**src/pbd_pkg.sv**
```systemverilog
// ============================================================================
// pbd_pkg: shared types and constants for the bearing and distance block
// Fixed-point formats, the arctangent table and the flag group that travels
// with every request through the pipeline.
// ============================================================================
package pbd_pkg;

    // Normalization: larger component of the vector lands in [2^40, 2^41)
    localparam int NORM_STEPS = 6;
    localparam int NORM_W     = 41;

    // Rotation datapath widths
    localparam int CORD_W = 44;
    localparam int Z_W    = 28;
    localparam int ATAN_W = 26;

    // Angle in degrees, 20 fraction bits; bearing out with 6 fraction bits
    localparam int ANG_FRAC  = 20;
    localparam int ANG_W     = 29;
    localparam int BEAR_W    = 15;
    localparam int OUT_SHIFT = ANG_FRAC - 6;

    localparam logic [ANG_W-1:0] DEG90      = ANG_W'(90 * 2**ANG_FRAC);
    localparam logic [ANG_W-1:0] DEG180     = ANG_W'(180 * 2**ANG_FRAC);
    localparam logic [ANG_W-1:0] DEG270     = ANG_W'(270 * 2**ANG_FRAC);
    localparam logic [ANG_W-1:0] DEG360     = ANG_W'(360 * 2**ANG_FRAC);
    localparam logic [ANG_W-1:0] ROUND_HALF = ANG_W'(2**(OUT_SHIFT-1));

    localparam logic [BEAR_W-1:0] OUT_FULL_TURN = BEAR_W'(360 * 64);

    // round(atan(2^-i) * 180/pi * 2^20)
    localparam logic [ATAN_W-1:0] ATAN_Q20 [32] = '{
        26'd47185920, 26'd27855475, 26'd14718068, 26'd7471121,
        26'd3750058,  26'd1876857,  26'd938658,   26'd469357,
        26'd234682,   26'd117342,   26'd58671,    26'd29335,
        26'd14668,    26'd7334,     26'd3667,     26'd1833,
        26'd917,      26'd458,      26'd229,      26'd115,
        26'd57,       26'd29,       26'd14,       26'd7,
        26'd4,        26'd2,        26'd1,        26'd0,
        26'd0,        26'd0,        26'd0,        26'd0
    };

    // Quadrant and axis information of the difference vector
    typedef struct packed {
        logic dx_neg;
        logic dy_neg;
        logic dx_zero;
        logic dy_zero;
    } flags_t;

endpackage

```
**src/pbd_back.sv**
```systemverilog
// ============================================================================
// pbd_back: quadrant mapping and output rounding
// Clamps the first-quadrant angle, maps it to a full-turn bearing, rounds the
// root to nearest, then rounds the bearing to 1/64 degree and wraps 360 to 0.
// ============================================================================
module pbd_back #(
    parameter int COORD_WIDTH = 16
) (
    input  logic                            aclk,
    input  logic                            adv,
    input  logic signed [pbd_pkg::Z_W-1:0]  z_in,
    input  logic [COORD_WIDTH+1:0]          rem_in,
    input  logic [COORD_WIDTH:0]            root_in,
    input  pbd_pkg::flags_t                 flags_in,
    output logic [COORD_WIDTH:0]            distance,
    output logic [pbd_pkg::BEAR_W-1:0]      bearing
);

    localparam int AW     = pbd_pkg::ANG_W;
    localparam int ZW     = pbd_pkg::Z_W;
    localparam int BW     = pbd_pkg::BEAR_W;
    localparam int ROOT_W = COORD_WIDTH + 1;
    localparam int REM_W  = COORD_WIDTH + 2;

    logic [AW-1:0]     a;
    logic [AW-1:0]     ang_next;
    logic [ROOT_W-1:0] dist_next;
    logic [AW-1:0]     ang_reg;
    logic [ROOT_W-1:0] dist_reg;
    logic [AW-1:0]     rounded;
    logic [BW-1:0]     coarse;

    // Clamp the angle and place it in its quadrant
    always_comb begin
        if (flags_in.dy_zero) begin
            a = '0;
        end else if (flags_in.dx_zero) begin
            a = pbd_pkg::DEG90;
        end else if (z_in[ZW-1]) begin
            a = '0;
        end else if (AW'(z_in[ZW-2:0]) > pbd_pkg::DEG90) begin
            a = pbd_pkg::DEG90;
        end else begin
            a = AW'(z_in[ZW-2:0]);
        end

        if (!flags_in.dy_neg && (flags_in.dx_neg || flags_in.dx_zero)) begin
            ang_next = pbd_pkg::DEG180 - a;
        end else if (flags_in.dy_neg && flags_in.dx_neg) begin
            ang_next = pbd_pkg::DEG180 + a;
        end else if (flags_in.dy_neg && !flags_in.dx_zero) begin
            ang_next = pbd_pkg::DEG360 - a;
        end else if (flags_in.dy_neg) begin
            ang_next = pbd_pkg::DEG270;
        end else begin
            ang_next = a;
        end

        // Round the root up when the remainder exceeds it
        dist_next = root_in + ROOT_W'(rem_in > REM_W'(root_in));
    end

    always_ff @(posedge aclk) begin
        if (adv) begin
            ang_reg  <= ang_next;
            dist_reg <= dist_next;
        end
    end

    // Round to 1/64 degree and wrap a full turn to zero
    always_comb begin
        rounded = ang_reg + pbd_pkg::ROUND_HALF;
        coarse  = rounded[AW-1 -: BW];
        bearing = (coarse >= pbd_pkg::OUT_FULL_TURN) ? coarse - pbd_pkg::OUT_FULL_TURN
                                                     : coarse;
    end

    assign distance = dist_reg;

endmodule

```
**config.mk**
```make
export PLATFORM = sky130hd
export DESIGN_NAME = pbd_back
export DESIGN_NICKNAME = d
export VERILOG_FILES = /design/src/pbd_pkg.sv /design/src/pbd_back.sv
export SDC_FILE = /design/constraint.sdc
export NUM_CORES = 1
export LEC_CHECK = 0
export BUFFER_PORTS_ARGS = -buffer_cell sky130_fd_sc_hd__buf_2
export CORE_MARGIN = 2
export CORE_UTILIZATION = 31
export DETAILED_ROUTE_END_ITERATION = 16
export GPL_TIMING_DRIVEN = 0
export PLACE_DENSITY = 0.6
export SETUP_SLACK_MARGIN = 0.5
export SLEW_MARGIN = 25
export SYNTH_ARGS = -nofsm -noshare
export SYNTH_HDL_FRONTEND = slang
export SYNTH_SLANG_ARGS = --single-unit
export TNS_END_PERCENT = 10
```
**constraint.sdc**
```tcl
create_clock -name aclk -period 3 [get_ports aclk]
set_input_delay 0 -clock aclk [delete_from_list [all_inputs] [get_ports aclk]]
set_output_delay 0 -clock aclk [all_outputs]
set_load 0.02 [all_outputs]
```
==> flow_summary.yaml <==
synthesis:
  synth_common_cells: "nor2_1, edfxtp_1, inv_1"
  synthArstFlopShare: 0
  avgSynthCellArea_um2: 8.56
  ys_types: 65
  ys_seq_area_frac: 0.301
  synth_edf_count: 33
  synth_top_family_by_area: "simple AND/OR/NAND/NOR gates"
  synthAdderAreaFrac: 0.0949
  yosysMostFrequentCell: "nor2_1"
  synthTopCellsByArea: "edfxtp_1, ha_1, xnor2_1, nor2_1, inv_1"
  synth_area_um2: 3300
  yosysTopAreaCellShare: 0.301
  yosys.area.top_type: "edfxtp_1"
  synth-xor-area-share: 0.0957
  synth_compound_area_frac: 0.205
  synthCells: 385
  synth_ff_type: "edfxtp_1"
  muxShareOfSynthArea: 0.00304
  syn_nets: 479
  synthSimpleGateAreaFrac: 0.245
  yosysWarnings: 0
  ys_seq_elements: 33
setup_path:
  endpoint_kind: "primary output"
  setup.worst_path.class: "reg -> out"
  arrival_ns: 2.67
  required_ns: 3.00
  start_kind: "flip-flop"
  path_max_fanout: 3
power_and_ir_drop:
  power.leakage_nw: 1.68
  ir_worst_vdd_uv: 139
  power_w: 0.00140
  power_density_nw_per_um2: 336
status:
  status: "finished clean"
timing:
  setup-tns-final_ns: 0
  finalHoldViolations: 0
  relSlewSlack: 0.507
  drv_slew: 0
  period_needed_ns: 2.67
  setup_viol: 0
  rsz0062_at_grt: "true"
  finalCritPeriodShare: 0.889
  worst_slew_pin_slew_ns: 0.739
  worst_hold_slack_ns: 0.0427
  fmax_ghz: 0.375
global_route:
  antenna_found_initial: 0
  grt_pass1_vias: 3021
  overflow: 0
  grt_max_degree: 34
  grt_first_pass_wirelength_um: 14200
  grt_use_total: 0.151
clocking:
  cts_tree: "built"
  htreeDepth: 2
  root_buffer: "clkbuf_8"
  clock_path_buffers: 2
  cts.clk_slew.worst_paths_ns: 0.06
  cts_buffers: 5
  clock-sinks: 33
  hold_buffers: 0
layout:
  fillCellCount: 1047
  largest_reg_flops: 17
  diodes: 0
  num-nets-final: 589
  drive_gt1_frac: 0.307
  area_growth_syn_to_layout_pct: 26.2
  utilization: 0.403
drt:
  wl_per_cell_um: 13.6
  firstDrtPassIters: 4
  drc: 0
  routed_wl_um: 8610
  first_iter_violations: 175
  routed-via-count: 3259
  avgViaCountPerCell: 5.16
  drtAntennaViolNets: 0
hold_path:
  hold_class: "in -> reg"
  min_to: "distance[12]"
  whs_path_depth: 2
  hold_path.startpoint: "root_in[12]"
die:
  rows: 37
  die_h_um: 107
  ios: 101
  dieArea_um2: 11500
  core_area_um2: 10300
  start_util: 0.319
  die_w_um: 107
placement:
  globalplace.congestion: 0.906
  numPortBuffers: 98
  dp_hpwl_um: 7030
job:
  drv_cap: 0
==> worst max path at each step <==
stage,from,endpoint
4_1_cts,ang_reg[14],bearing[12]
3_3_place_gp,root_in[3],distance[14]
2_1_floorplan,root_in[3],distance[14]
5_1_grt,ang_reg[13],bearing[10]
3_5_place_dp,root_in[3],distance[12]
6_report,ang_reg[14],bearing[12]
==> layer usage <==
layer,global-route usage,part of all wire,vias up
li1,-,-,1666
met1,0.210,0.47,1485
met2,0.238,0.46,91
met3,0.0188,0.045,17
met4,0.0557,0.027,0
met5,0,0,-
==> critical path: stages (launching register included) <==
cell	delay [ns]
edfxtp_1	0.44
ha_4	0.20
xor2_1	0.15
or4_4	0.43
a2111oi_4	0.33
nand4_1	0.20
a21oi_2	0.20
o21ai_2	0.10
o22a_1	0.20
buf_2	0.15
==> power breakdown <==
part	total, W	internal, W	switching [W]
registers	0.000581	0.000557	0.0000237
logic	0.000513	0.000205	0.000307
clock network	0.000305	0.000156	0.000149
==> kinds of logic after synthesis <==
family,Yosys count
XOR/XNOR,36
flip-flops,33
multiplexers,1
AND/OR/NAND/NOR,151
AO/OA/AOI/OAI,98
adder cells (fa/ha/maj),25
buffers and inverters,41
==> metrics by stage <==
step	std cells	setup WS (ns)	cell area, um^2
detailed placement	619	0.0583	3960
global route	631	0.159	4160
global placement	619	0.127	3960
floorplan	385	0.583	3300
CTS	630	0.323	4120
finish	631	0.332	4160
==> layout make-up <==
cell class | count | area [um^2] | area share
multi-input combinational | 311 | 2210 | 0.530
sequential | 33 | 991 | 0.238
timing repair buffer | 103 | 528 | 0.127
tap | 136 | 170 | 0.0409
inverter | 29 | 109 | 0.0262
buffer | 12 | 80.1 | 0.0192
clock buffer | 6 | 72.6 | 0.0174
clock inverter | 1 | 3.75 | 0.000902
==> what timing repair did <==
item,4_1_cts,5_1_grt
pin swaps,3,5
buffers inserted,4,1
setup endpoints to repair,11,16
resized for setup,12,12
==> cell usage in the layout, fill, tap and decap left out, types with 4 or more instances in the layout <==
master	instances
nor2_1	39
xor2_1	8
ha_1	21
buf_4	5
nor4_1	9
clkbuf_8	6
a21o_1	4
or2_2	5
a211oi_1	4
nand2_1	20
a21oi_1	19
clkbuf_1	6
a31oi_1	4
xnor2_1	28
nand4_1	14
inv_1	29
o31ai_1	6
nor2b_1	4
nand3_1	13
o21a_1	7
buf_2	99
o21ai_0	19
nor3_1	17
edfxtp_1	33
No activity file was read; power rests on OpenSTA's default activity.
