===== config.mk =====
export PLATFORM = sky130hd
export DESIGN_NAME = pbd_front
export DESIGN_NICKNAME = d
export VERILOG_FILES = /design/src/pbd_pkg.sv /design/src/pbd_front.sv
export SDC_FILE = /design/constraint.sdc
export NUM_CORES = 2
export LEC_CHECK = 0
export ABC_AREA = 1
export BUFFER_PORTS_ARGS = -buffer_cell sky130_fd_sc_hd__buf_2
export CORE_ASPECT_RATIO = 0.6
export CORE_UTILIZATION = 54
export CTS_BUF_LIST = sky130_fd_sc_hd__clkbuf_4
export DETAILED_ROUTE_END_ITERATION = 12
export HOLD_SLACK_MARGIN = 0.12
export PLACE_DENSITY = 0.71
export SYNTH_ARGS = -nofsm -noshare
export SYNTH_HDL_FRONTEND = slang
export SYNTH_SLANG_ARGS = --single-unit

===== constraint.sdc =====
create_clock -name aclk -period 16.8 [get_ports aclk]
set_input_delay 0.84 -clock aclk [delete_from_list [all_inputs] [get_ports aclk]]
set_output_delay 0.84 -clock aclk [all_outputs]
set_load 0.02 [all_outputs]

===== src/pbd_pkg.sv =====
// ============================================================================
// pbd_pkg: shared types and constants for the bearing and distance block
// Fixed-point formats, the arctangent table and the flag group that travels
// with every request through the pipeline.
// ============================================================================
package pbd_pkg;

    // Normalization: larger component of the vector lands in [2^40, 2^41)
    localparam int NORM_STEPS = 6;
    localparam int NORM_W     = 41;

    // Rotation datapath widths
    localparam int CORD_W = 44;
    localparam int Z_W    = 28;
    localparam int ATAN_W = 26;

    // Angle in degrees, 20 fraction bits; bearing out with 6 fraction bits
    localparam int ANG_FRAC  = 20;
    localparam int ANG_W     = 29;
    localparam int BEAR_W    = 15;
    localparam int OUT_SHIFT = ANG_FRAC - 6;

    localparam logic [ANG_W-1:0] DEG90      = ANG_W'(90 * 2**ANG_FRAC);
    localparam logic [ANG_W-1:0] DEG180     = ANG_W'(180 * 2**ANG_FRAC);
    localparam logic [ANG_W-1:0] DEG270     = ANG_W'(270 * 2**ANG_FRAC);
    localparam logic [ANG_W-1:0] DEG360     = ANG_W'(360 * 2**ANG_FRAC);
    localparam logic [ANG_W-1:0] ROUND_HALF = ANG_W'(2**(OUT_SHIFT-1));

    localparam logic [BEAR_W-1:0] OUT_FULL_TURN = BEAR_W'(360 * 64);

    // round(atan(2^-i) * 180/pi * 2^20)
    localparam logic [ATAN_W-1:0] ATAN_Q20 [32] = '{
        26'd47185920, 26'd27855475, 26'd14718068, 26'd7471121,
        26'd3750058,  26'd1876857,  26'd938658,   26'd469357,
        26'd234682,   26'd117342,   26'd58671,    26'd29335,
        26'd14668,    26'd7334,     26'd3667,     26'd1833,
        26'd917,      26'd458,      26'd229,      26'd115,
        26'd57,       26'd29,       26'd14,       26'd7,
        26'd4,        26'd2,        26'd1,        26'd0,
        26'd0,        26'd0,        26'd0,        26'd0
    };

    // Quadrant and axis information of the difference vector
    typedef struct packed {
        logic dx_neg;
        logic dy_neg;
        logic dx_zero;
        logic dy_zero;
    } flags_t;

endpackage


===== src/pbd_front.sv =====
// ============================================================================
// pbd_front: difference, magnitude, normalization and squares
// Forms the difference vector, normalizes its absolute components with a
// pipelined leading-zero shifter and builds the sum of squares for the root.
// ============================================================================
module pbd_front #(
    parameter int COORD_WIDTH = 16
) (
    input  logic                            aclk,
    input  logic                            adv,
    input  logic signed [COORD_WIDTH-1:0]   start_x,
    input  logic signed [COORD_WIDTH-1:0]   start_y,
    input  logic signed [COORD_WIDTH-1:0]   end_x,
    input  logic signed [COORD_WIDTH-1:0]   end_y,
    output logic [pbd_pkg::NORM_W-1:0]      norm_x,
    output logic [pbd_pkg::NORM_W-1:0]      norm_y,
    output logic [2*COORD_WIDTH+1:0]        radicand,
    output pbd_pkg::flags_t                 flags
);

    localparam int DIFF_W = COORD_WIDTH + 1;
    localparam int RAD_W  = 2 * DIFF_W;
    localparam int NS     = pbd_pkg::NORM_STEPS;
    localparam int NW     = pbd_pkg::NORM_W;

    logic signed [DIFF_W-1:0] dx;
    logic signed [DIFF_W-1:0] dy;
    logic [DIFF_W-1:0]        ax;
    logic [DIFF_W-1:0]        ay;
    pbd_pkg::flags_t          flg_now;
    logic [NS-1:0]            fit;

    logic [NW-1:0]     nx_reg  [NS+1];
    logic [NW-1:0]     ny_reg  [NS+1];
    pbd_pkg::flags_t   flg_reg [NS+1];
    logic [RAD_W-1:0]  sq_x_reg;
    logic [RAD_W-1:0]  sq_y_reg;
    logic [RAD_W-1:0]  rad_reg [NS-1];

    // Difference vector and its absolute components
    always_comb begin
        dx = DIFF_W'(end_x) - DIFF_W'(start_x);
        dy = DIFF_W'(end_y) - DIFF_W'(start_y);
        ax = dx[DIFF_W-1] ? $unsigned(-dx) : $unsigned(dx);
        ay = dy[DIFF_W-1] ? $unsigned(-dy) : $unsigned(dy);
        flg_now.dx_neg  = dx[DIFF_W-1];
        flg_now.dy_neg  = dy[DIFF_W-1];
        flg_now.dx_zero = (dx == '0);
        flg_now.dy_zero = (dy == '0);
    end

    // Shift by 32, 16, ... 1 wherever the vector still fits below the top
    always_comb begin
        for (int j = 0; j < NS; j++) begin
            fit[j] = ~|((nx_reg[j] | ny_reg[j]) >> (NW - (1 << (NS - 1 - j))));
        end
    end

    // Advance the normalizer and the sum of squares
    always_ff @(posedge aclk) begin
        if (adv) begin
            nx_reg[0]  <= NW'(ax);
            ny_reg[0]  <= NW'(ay);
            flg_reg[0] <= flg_now;
            for (int j = 0; j < NS; j++) begin
                nx_reg[j+1]  <= fit[j] ? (nx_reg[j] << (1 << (NS - 1 - j))) : nx_reg[j];
                ny_reg[j+1]  <= fit[j] ? (ny_reg[j] << (1 << (NS - 1 - j))) : ny_reg[j];
                flg_reg[j+1] <= flg_reg[j];
            end
            sq_x_reg   <= RAD_W'(nx_reg[0][DIFF_W-1:0]) * RAD_W'(nx_reg[0][DIFF_W-1:0]);
            sq_y_reg   <= RAD_W'(ny_reg[0][DIFF_W-1:0]) * RAD_W'(ny_reg[0][DIFF_W-1:0]);
            rad_reg[0] <= sq_x_reg + sq_y_reg;
            for (int k = 1; k < NS - 1; k++) begin
                rad_reg[k] <= rad_reg[k-1];
            end
        end
    end

    assign norm_x   = nx_reg[NS];
    assign norm_y   = ny_reg[NS];
    assign flags    = flg_reg[NS];
    assign radicand = rad_reg[NS-2];

endmodule


==> metrics <==
outcome=finished, final reports clean; vias in the first global route=31600; GRT Util Overall=23.9%; number of synthesized register bits=760; fin. max-slew vios=0; CTS tree=done; sequential-to-total area share from yosys stat=46.3%; syn avg cell area=9.96 um2; core area=90100 um2; via count=32700; DIE WIDTH=392 um; Synth area leader=edfxtp_1; Root Buffer=clkbuf_4; WL/cell=16.6 um; Sequential Area=22800 um2; Reg-to-Reg End=sq_x_reg[20]; fin util=59.1%; Tmin final=6.41 ns; Mapped Nets=5683; fmax=156 MHz; CTS sink cnt=760; largest cells by area after synthesis=edfxtp_1 (46%), fa_1 (16%), nand2_1 (8.8%), inv_1 (7.9%), ha_1 (7.3%); R2R Setup Slk=10.39 ns; crit path kind=reg2reg; Slew headroom=15.5%; CP Capture Type=register; max-cap violation count=0; Clk Latency, worst-skew pair=1.11 ns; area share of the largest cell type after synthesis=46.3%; worst-margin pin slew=1.26 ns; Die H=236 um; initial antenna violation count=3; area occupied by multi-input gates=21600 um2; clock buffer depth=3; Gate Count Post-Synth=4947; drt total wl=107 mm; IO Pins=186; Pre-antenna DRT Iters=6; startpoint types=register; most frequent cells in the layout=nand2_1 (1158), inv_1 (1033), edfxtp_1 (760); die area=92500 um2; Hold Startpoint=start_y[0]; # resized after CTS=0; dpl cells=6151; routability cong.=0.969; Area Overhead vs Synth=7.99%; remaining antenna violation count=0; Final setup viols=0; Clock Skews=0.103 ns; port bufs=185; DR DRC count=0; Hold Path Class=in2reg; pin count of the biggest net entering global routing=217; most common cell after layout, fill and taps aside=nand2_1; Initial Util=54.7%; sink of the worst hold path=ny_reg[0][0]; Setup Buffers After CTS=0; sum of negative setup slack=0 ns; R2R depth=17; setup repair after global routing missed its margin=no; CP arrival=7.22 ns; cts bufs inserted=177; # fillers=7693; worst reg2reg path startpoint=nx_reg[0][9]; layout cells sized above 1=10.4%; hold buffers post-CTS=0; Netlist cell types=47; clk slew on worst S/H paths=0.06 ns; first-pass GRT wire length=171 mm; cell area after synthesis=49300 um2; crit share post-route=38.1%; CP Data Required Time=17.61 ns; grt ovf=0; Synthesis Warnings=0; row count=85; Hold Vio Cnt, Final=0; critical-path maximum fanout=19; Post-DP HPWL=80.7 mm; post-route insts no fill=6462; Vias/cell=5.07; Post-layout nets=5848; H-tree Lvls=4; hold-critical path depth=3; Detailed Route Iter0 Violations=3005
-- logic make-up (layout without fill, tap and decap cells) --
| family | count (synthesis) | count (layout) | share of synthesized area [%] |
|---|---|---|---|
| xor+xnor | 115 | 115 | 2.04 |
| flops | 760 | 760 | 46.3 |
| simple gates | 1675 | 1675 | 13.6 |
| compound gates | 473 | 473 | 5.24 |
| buf+inv | 1254 | 1545 | 9.96 |
| other cells | 0 | 6 | 0 |
| fa+ha+maj | 670 | 670 | 22.8 |
-- worst max path at each step --
stage / start / end / slack [ns] / cells after the start
global placement: nx_reg[0][7] / sq_x_reg[20] / 10.53 / 19
finish: nx_reg[0][9] / sq_x_reg[20] / 10.39 / 17
detailed placement: ny_reg[0][9] / sq_y_reg[32] / 10.49 / 22
global route: ny_reg[0][9] / sq_y_reg[32] / 10.07 / 22
floorplan: nx_reg[0][7] / sq_x_reg[26] / 11.14 / 22
CTS: ny_reg[0][9] / sq_y_reg[32] / 10.40 / 22
-- layout make-up --
type                    instances  area share (%)
flip-flops and latches        760            42.9
multi-input cells            2933            40.6
inverters                    1041            7.34
clock buffers                 265            3.74
well taps                    1218            2.86
repair buffers                199            2.00
clock inverters                40           0.606
diodes                          6          0.0282
-- synthesized netlist by cell type (all sizes together) --
cell type	number
o21ai	222
a21o	9
and3	2
clkbuf	139
a211oi	3
nand3	88
and2	3
a21oi	181
nand3b	12
nor4	9
nor2	333
o2111ai	3
a21boi	5
o21a	12
inv	1038
o21bai	21
a31o	1
or4	2
buf	74
o211ai	8
a22oi	2
nand2	1175
fa	382
xor2	81
xnor2	34
edfxtp	760
a31oi	4
clkinv	3
or2	6
nor3	25
o221ai	2
ha	288
nand4	20
-- through the flow --
stage               setup WS, ns  hold slack [ns]  instance area, um2
finish                     10.39            0.298               53200
global route               10.07            0.198               53200
CTS                        10.40            0.151               53200
detailed placement         10.49            0.405               50900
global placement           10.53            0.400               50900
floorplan                  11.14            0.400               49300
-- per-layer routing --
metal | vias to the layer above | share of wire (%) | routed length [um] | global-route usage (%)
li1 | 15900 | - | - | -
met1 | 15500 | 50 | 53300 | 38.5
met2 | 1216 | 38 | 40800 | 30.2
met3 | 136 | 11 | 11600 | 8.27
met4 | 0 | 1.2 | 1320 | 5.39
met5 | - | 0 | 0 | 0
-- critical path, stage by stage (launching register included) --
cell and delay, ns:
edfxtp_1 1.03, nand2_1 0.24, fa_1 0.55, fa_1 0.52
fa_1 0.59, inv_1 0.06, ha_1 0.28, inv_1 0.07
fa_1 0.43, fa_1 0.63, inv_1 0.08, ha_1 0.37
nand2_1 0.12, o21ai_0 0.30, a21oi_1 0.14, o21ai_0 0.39
a21oi_1 0.16, xnor2_1 0.18
Power is left out: the tool's default activity adds up to more than one toggle a clock period on the data nets, which glitch-free logic cannot reach.
