==> src/pbd_pkg.sv <==
// ============================================================================
// pbd_pkg: shared types and constants for the bearing and distance block
// Fixed-point formats, the arctangent table and the flag group that travels
// with every request through the pipeline.
// ============================================================================
package pbd_pkg;

    // Normalization: larger component of the vector lands in [2^40, 2^41)
    localparam int NORM_STEPS = 6;
    localparam int NORM_W     = 41;

    // Rotation datapath widths
    localparam int CORD_W = 44;
    localparam int Z_W    = 28;
    localparam int ATAN_W = 26;

    // Angle in degrees, 20 fraction bits; bearing out with 6 fraction bits
    localparam int ANG_FRAC  = 20;
    localparam int ANG_W     = 29;
    localparam int BEAR_W    = 15;
    localparam int OUT_SHIFT = ANG_FRAC - 6;

    localparam logic [ANG_W-1:0] DEG90      = ANG_W'(90 * 2**ANG_FRAC);
    localparam logic [ANG_W-1:0] DEG180     = ANG_W'(180 * 2**ANG_FRAC);
    localparam logic [ANG_W-1:0] DEG270     = ANG_W'(270 * 2**ANG_FRAC);
    localparam logic [ANG_W-1:0] DEG360     = ANG_W'(360 * 2**ANG_FRAC);
    localparam logic [ANG_W-1:0] ROUND_HALF = ANG_W'(2**(OUT_SHIFT-1));

    localparam logic [BEAR_W-1:0] OUT_FULL_TURN = BEAR_W'(360 * 64);

    // round(atan(2^-i) * 180/pi * 2^20)
    localparam logic [ATAN_W-1:0] ATAN_Q20 [32] = '{
        26'd47185920, 26'd27855475, 26'd14718068, 26'd7471121,
        26'd3750058,  26'd1876857,  26'd938658,   26'd469357,
        26'd234682,   26'd117342,   26'd58671,    26'd29335,
        26'd14668,    26'd7334,     26'd3667,     26'd1833,
        26'd917,      26'd458,      26'd229,      26'd115,
        26'd57,       26'd29,       26'd14,       26'd7,
        26'd4,        26'd2,        26'd1,        26'd0,
        26'd0,        26'd0,        26'd0,        26'd0
    };

    // Quadrant and axis information of the difference vector
    typedef struct packed {
        logic dx_neg;
        logic dy_neg;
        logic dx_zero;
        logic dy_zero;
    } flags_t;

endpackage

==> src/pbd_cell.sv <==
// ============================================================================
// pbd_cell: one link of the rotation and root chain
// Performs one vectoring rotation and one digit of the square root, then
// hands the whole request to the next cell. Cells past the last rotation or
// past the last root digit pass that part through unchanged.
// ============================================================================
module pbd_cell #(
    parameter int COORD_WIDTH     = 16,
    parameter int ROTATION_STAGES = 16,
    parameter int IDX             = 0
) (
    input  logic                                aclk,
    input  logic                                adv,
    input  logic signed [pbd_pkg::CORD_W-1:0]   x_in,
    input  logic signed [pbd_pkg::CORD_W-1:0]   y_in,
    input  logic signed [pbd_pkg::Z_W-1:0]      z_in,
    input  logic [2*COORD_WIDTH+1:0]            rad_in,
    input  logic [COORD_WIDTH+1:0]              rem_in,
    input  logic [COORD_WIDTH:0]                root_in,
    input  pbd_pkg::flags_t                     flags_in,
    output logic signed [pbd_pkg::CORD_W-1:0]   x_out,
    output logic signed [pbd_pkg::CORD_W-1:0]   y_out,
    output logic signed [pbd_pkg::Z_W-1:0]      z_out,
    output logic [2*COORD_WIDTH+1:0]            rad_out,
    output logic [COORD_WIDTH+1:0]              rem_out,
    output logic [COORD_WIDTH:0]                root_out,
    output pbd_pkg::flags_t                     flags_out
);

    localparam int CW     = pbd_pkg::CORD_W;
    localparam int ZW     = pbd_pkg::Z_W;
    localparam int ROOT_W = COORD_WIDTH + 1;
    localparam int REM_W  = COORD_WIDTH + 2;
    localparam int RAD_W  = 2 * COORD_WIDTH + 2;

    logic signed [CW-1:0] x_next;
    logic signed [CW-1:0] y_next;
    logic signed [ZW-1:0] z_next;
    logic [RAD_W-1:0]     rad_next;
    logic [REM_W-1:0]     rem_next;
    logic [ROOT_W-1:0]    root_next;

    logic signed [CW-1:0] x_reg;
    logic signed [CW-1:0] y_reg;
    logic signed [ZW-1:0] z_reg;
    logic [RAD_W-1:0]     rad_reg;
    logic [REM_W-1:0]     rem_reg;
    logic [ROOT_W-1:0]    root_reg;
    pbd_pkg::flags_t      flg_reg;

    // Rotate toward the x axis, accumulating the angle
    if (IDX < ROTATION_STAGES) begin : g_rot
        localparam logic signed [ZW-1:0] STEP_ANGLE = ZW'(pbd_pkg::ATAN_Q20[IDX]);
        logic signed [CW-1:0] xs;
        logic signed [CW-1:0] ys;
        always_comb begin
            xs = x_in >>> IDX;
            ys = y_in >>> IDX;
            if (!y_in[CW-1]) begin
                x_next = x_in + ys;
                y_next = y_in - xs;
                z_next = z_in + STEP_ANGLE;
            end else begin
                x_next = x_in - ys;
                y_next = y_in + xs;
                z_next = z_in - STEP_ANGLE;
            end
        end
    end else begin : g_rot_hold
        assign x_next = x_in;
        assign y_next = y_in;
        assign z_next = z_in;
    end

    // Take the next bit pair of the radicand and settle one root digit
    if (IDX < ROOT_W) begin : g_root
        logic [REM_W+1:0] rem_sh;
        logic [REM_W+1:0] trial;
        always_comb begin
            rem_sh   = {rem_in, rad_in[RAD_W-1 -: 2]};
            trial    = {1'b0, root_in, 2'b01};
            rad_next = rad_in << 2;
            if (rem_sh >= trial) begin
                rem_next  = REM_W'(rem_sh - trial);
                root_next = {root_in[ROOT_W-2:0], 1'b1};
            end else begin
                rem_next  = REM_W'(rem_sh);
                root_next = {root_in[ROOT_W-2:0], 1'b0};
            end
        end
    end else begin : g_root_hold
        assign rad_next  = rad_in;
        assign rem_next  = rem_in;
        assign root_next = root_in;
    end

    // Hand the request to the next cell
    always_ff @(posedge aclk) begin
        if (adv) begin
            x_reg    <= x_next;
            y_reg    <= y_next;
            z_reg    <= z_next;
            rad_reg  <= rad_next;
            rem_reg  <= rem_next;
            root_reg <= root_next;
            flg_reg  <= flags_in;
        end
    end

    assign x_out     = x_reg;
    assign y_out     = y_reg;
    assign z_out     = z_reg;
    assign rad_out   = rad_reg;
    assign rem_out   = rem_reg;
    assign root_out  = root_reg;
    assign flags_out = flg_reg;

endmodule

==> config.mk <==
export PLATFORM = sky130hd
export DESIGN_NAME = pbd_cell
export DESIGN_NICKNAME = d
export VERILOG_FILES = /design/src/pbd_pkg.sv /design/src/pbd_cell.sv
export SDC_FILE = /design/constraint.sdc
export NUM_CORES = 1
export LEC_CHECK = 0
export BUFFER_PORTS_ARGS = -buffer_cell sky130_fd_sc_hd__buf_2
export CORE_ASPECT_RATIO = 0.8
export CORE_MARGIN = 4
export CORE_UTILIZATION = 40
export DETAILED_ROUTE_END_ITERATION = 10
export HOLD_SLACK_MARGIN = 0.15
export PLACE_DENSITY = 0.71
export SETUP_SLACK_MARGIN = 0.4
export SLEW_MARGIN = 40
export SYNTH_ARGS = -nofsm -noshare
export SYNTH_HDL_FRONTEND = slang
export SYNTH_SLANG_ARGS = --single-unit
==> constraint.sdc <==
create_clock -name aclk -period 8.6 [get_ports aclk]
set_input_delay 1.29 -clock aclk [delete_from_list [all_inputs] [get_ports aclk]]
set_output_delay 1.29 -clock aclk [all_outputs]
set_load 0.01 [all_outputs]
==> impl_metrics.ini <==
[sta]
max_slew_margin_pct = 39.56
fin_ws_ps = 4020
max_freq_mhz = 218.3
setup_tns_ps = 0
period_needed_ps = 4580
slew_viol_final = 0
whs_ps = 983.7
finalCritPeriodShare_pct = 53.26
worst_pin_slew_ps = 899.7
final-setup-viol-count = 0
rsz0062_at_grt = false
hold_viol_final = 0

[power_and_ir_drop]
powerDensity_mw_per_mm2 = 168.2
p_leak_nw = 7.878
irDropWorstVdd_mv = 0.09253
p_total_mw = 3.064

[setup_path]
crit_chain = buf_2, inv_1, ha_1, inv_2, a21oi_1, o31ai_1, a2111oi_1, nand2_2, a221oi_4, o21ai_2, a211oi_2, xnor2_1
critical_path_required_ps = 8810
crit_family = compound AO/OA/AOI/OAI gates
critPathMaxFanout = 16
arrival_ps = 4790
max_stage_delay_ps = 700
critical_path.endpoint_type = register
crit_path_start_kind = input port
crit_path_top_delay_cell = ha_1
worstSetupStartpoint = x_in[17]
critPathBufInv = 3
crit_type = in -> reg

[global_route]
grt_max_degree = 100
grt_pass1_vias = 13600
antenna_found_initial = 7
grt_first_pass_wirelength_microns = 80860
grt-ovfl-total = 0
track_usage_pct = 25.25

[finish]
fillers = 3595
drive_above_1_share_pct = 24.86
layoutNonFillerInstCount = 2483
syn2layout_area_growth_pct = 18.11
fin_area_sq_mm = 0.01822
finish.utilization_pct = 47.79
nNetsFinal = 2319

[synthesis]
ys_types = 103
synth_area_sq_mm = 0.01542
synth_enable_flop_cells = 186
seq_area_frac_synth_pct = 36.21
async_reset_ff_share_pct = 0
ys_seq_elements = 186
yosys_warnings = 0
synth_ff_type = edfxtp_1
synth.avg_cell_area_sq_um = 9.387
syn_inst = 1643

[placement]
dp.cells = 2446
dp_slack_ps = 3764
gp_congestion = 0.9975
port_buffers = 377
dp_hpwl_microns = 44150
place_area_sq_mm = 0.01761

[clocking]
holdBufCountCts = 0
cts-resized-gates = 0
cts.clk_slew.worst_paths_ps = 80
numCtsBuffers = 17
cts.sinks = 186
root_buffer = clkbuf_16
clockBufferDepth = 2
h-tree-depth = 4
postCtsSetupRepairBufs = 0
cts_tree = built

[routing]
drt_iter0_markers = 1824
viasPerCell = 5.783
routed_wl_microns = 55370
wl_per_cell_microns = 22.30
first_pass_iters = 6
ant_nets = 0
drc = 0
route.vias.total = 14360

[die]
io_pins = 380
fp.dieH_microns = 183.6
initial_core_util_pct = 40.46
die_width_microns = 227.5
coreArea_sq_mm = 0.03812
dieArea_sq_mm = 0.04178
rows = 64

[worst_hold_path]
worstHoldStart = z_in[4]
hold_path_class = in -> reg

[status]
status = complete, no violations

[run]
drv_cap = 0
-- cells in the mapped netlist, types with 12 or more instances --
library cell | n | area, sq um
a21oi_1 | 202 | 1011
edfxtp_1 | 186 | 5585
ha_1 | 154 | 1927
inv_1 | 153 | 574.3
nor2_1 | 109 | 409.1
o21ai_0 | 90 | 450.4
xnor2_1 | 90 | 788.3
nand2_1 | 77 | 289.0
o21bai_1 | 41 | 307.8
a21o_1 | 33 | 247.7
nor3_1 | 30 | 150.1
clkbuf_1 | 28 | 105.1
nand4_1 | 28 | 175.2
nand3_1 | 26 | 130.1
buf_2 | 24 | 120.1
nor4_1 | 18 | 112.6
o31ai_1 | 17 | 127.6
nor2b_1 | 16 | 100.1
o211ai_1 | 16 | 120.1
o21a_1 | 15 | 112.6
nand2b_1 | 13 | 81.33
o21ai_1 | 13 | 65.06
or3_1 | 13 | 81.33
a211oi_1 | 12 | 90.09
mux2_2 | 12 | 135.1
xor2_1 | 12 | 105.1
-- per-layer routing --
layer / GRT usage [%] / up-vias / share of wire, %
met3: 6.034 / 91 / 9.7
li1: - / 6643 / -
met5: 0 / - / 0.018
met1: 35.47 / 6858 / 43
met4: 8.589 / 2 / 2.8
met2: 38.30 / 764 / 44
-- area by class of cell --
cell class / instances / area (sq um) / share of cell area [%]
sequential: 186 / 5585 / 30.66
tap: 495 / 619.3 / 3.400
clock buffer: 17 / 425.4 / 2.335
timing repair buffer: 381 / 1939 / 10.65
antenna: 5 / 12.51 / 0.06869
clock inverter: 15 / 160.2 / 0.8792
multi-input combinational: 1218 / 8848 / 48.57
inverter: 166 / 625.6 / 3.434
-- registers in the layout, summed over array words and instances, names as in the netlist --
signal	count
y_out	44
x_out	43
rad_out	32
z_out	28
rem_out	18
root_out	17
flags_out	4
-- cells by family after synthesis --
group,after synthesis,share of synthesized area (%)
DFF,186,36.21
other,1,0.02431
and+or+nand+nor,381,12.88
AOI/OAI and AO/OA,548,23.74
adders and majority gates,158,13.01
muxes,27,1.890
xor gates and xnor gates,102,5.792
buffers and inverters,240,6.449
-- path summary, 6_finish.rpt --
path / end / slack [ps] / cells after the start
max: x_out[40] / 4020 / 12
min: z_out[4] / 980 / 1
-- report_power, final --
group          leakage (nW)  internal, mW  switching [mW]
clock network         0.284         0.387           0.414
logic                  5.77         0.391           0.682
registers              1.82          1.16          0.0361
total                  7.88          1.93            1.13
-- layout by cell type (no fill, tap or decap), types with 18 or more instances in the layout --
| cell | netlist | final |
|---|---|---|
| inv_1 | 153 | 152 |
| edfxtp_1 | 186 | 186 |
| nand4_1 | 28 | 28 |
| o21ai_0 | 90 | 89 |
| nor3_1 | 30 | 30 |
| nand2_1 | 77 | 77 |
| a21oi_1 | 202 | 202 |
| nor4_1 | 18 | 18 |
| nor2_1 | 109 | 109 |
| ha_1 | 154 | 154 |
| o21bai_1 | 41 | 41 |
| buf_2 | 24 | 375 |
| xnor2_1 | 90 | 90 |
| a21o_1 | 33 | 33 |
| nand3_1 | 26 | 26 |
(Power assumes the default switching activity.)
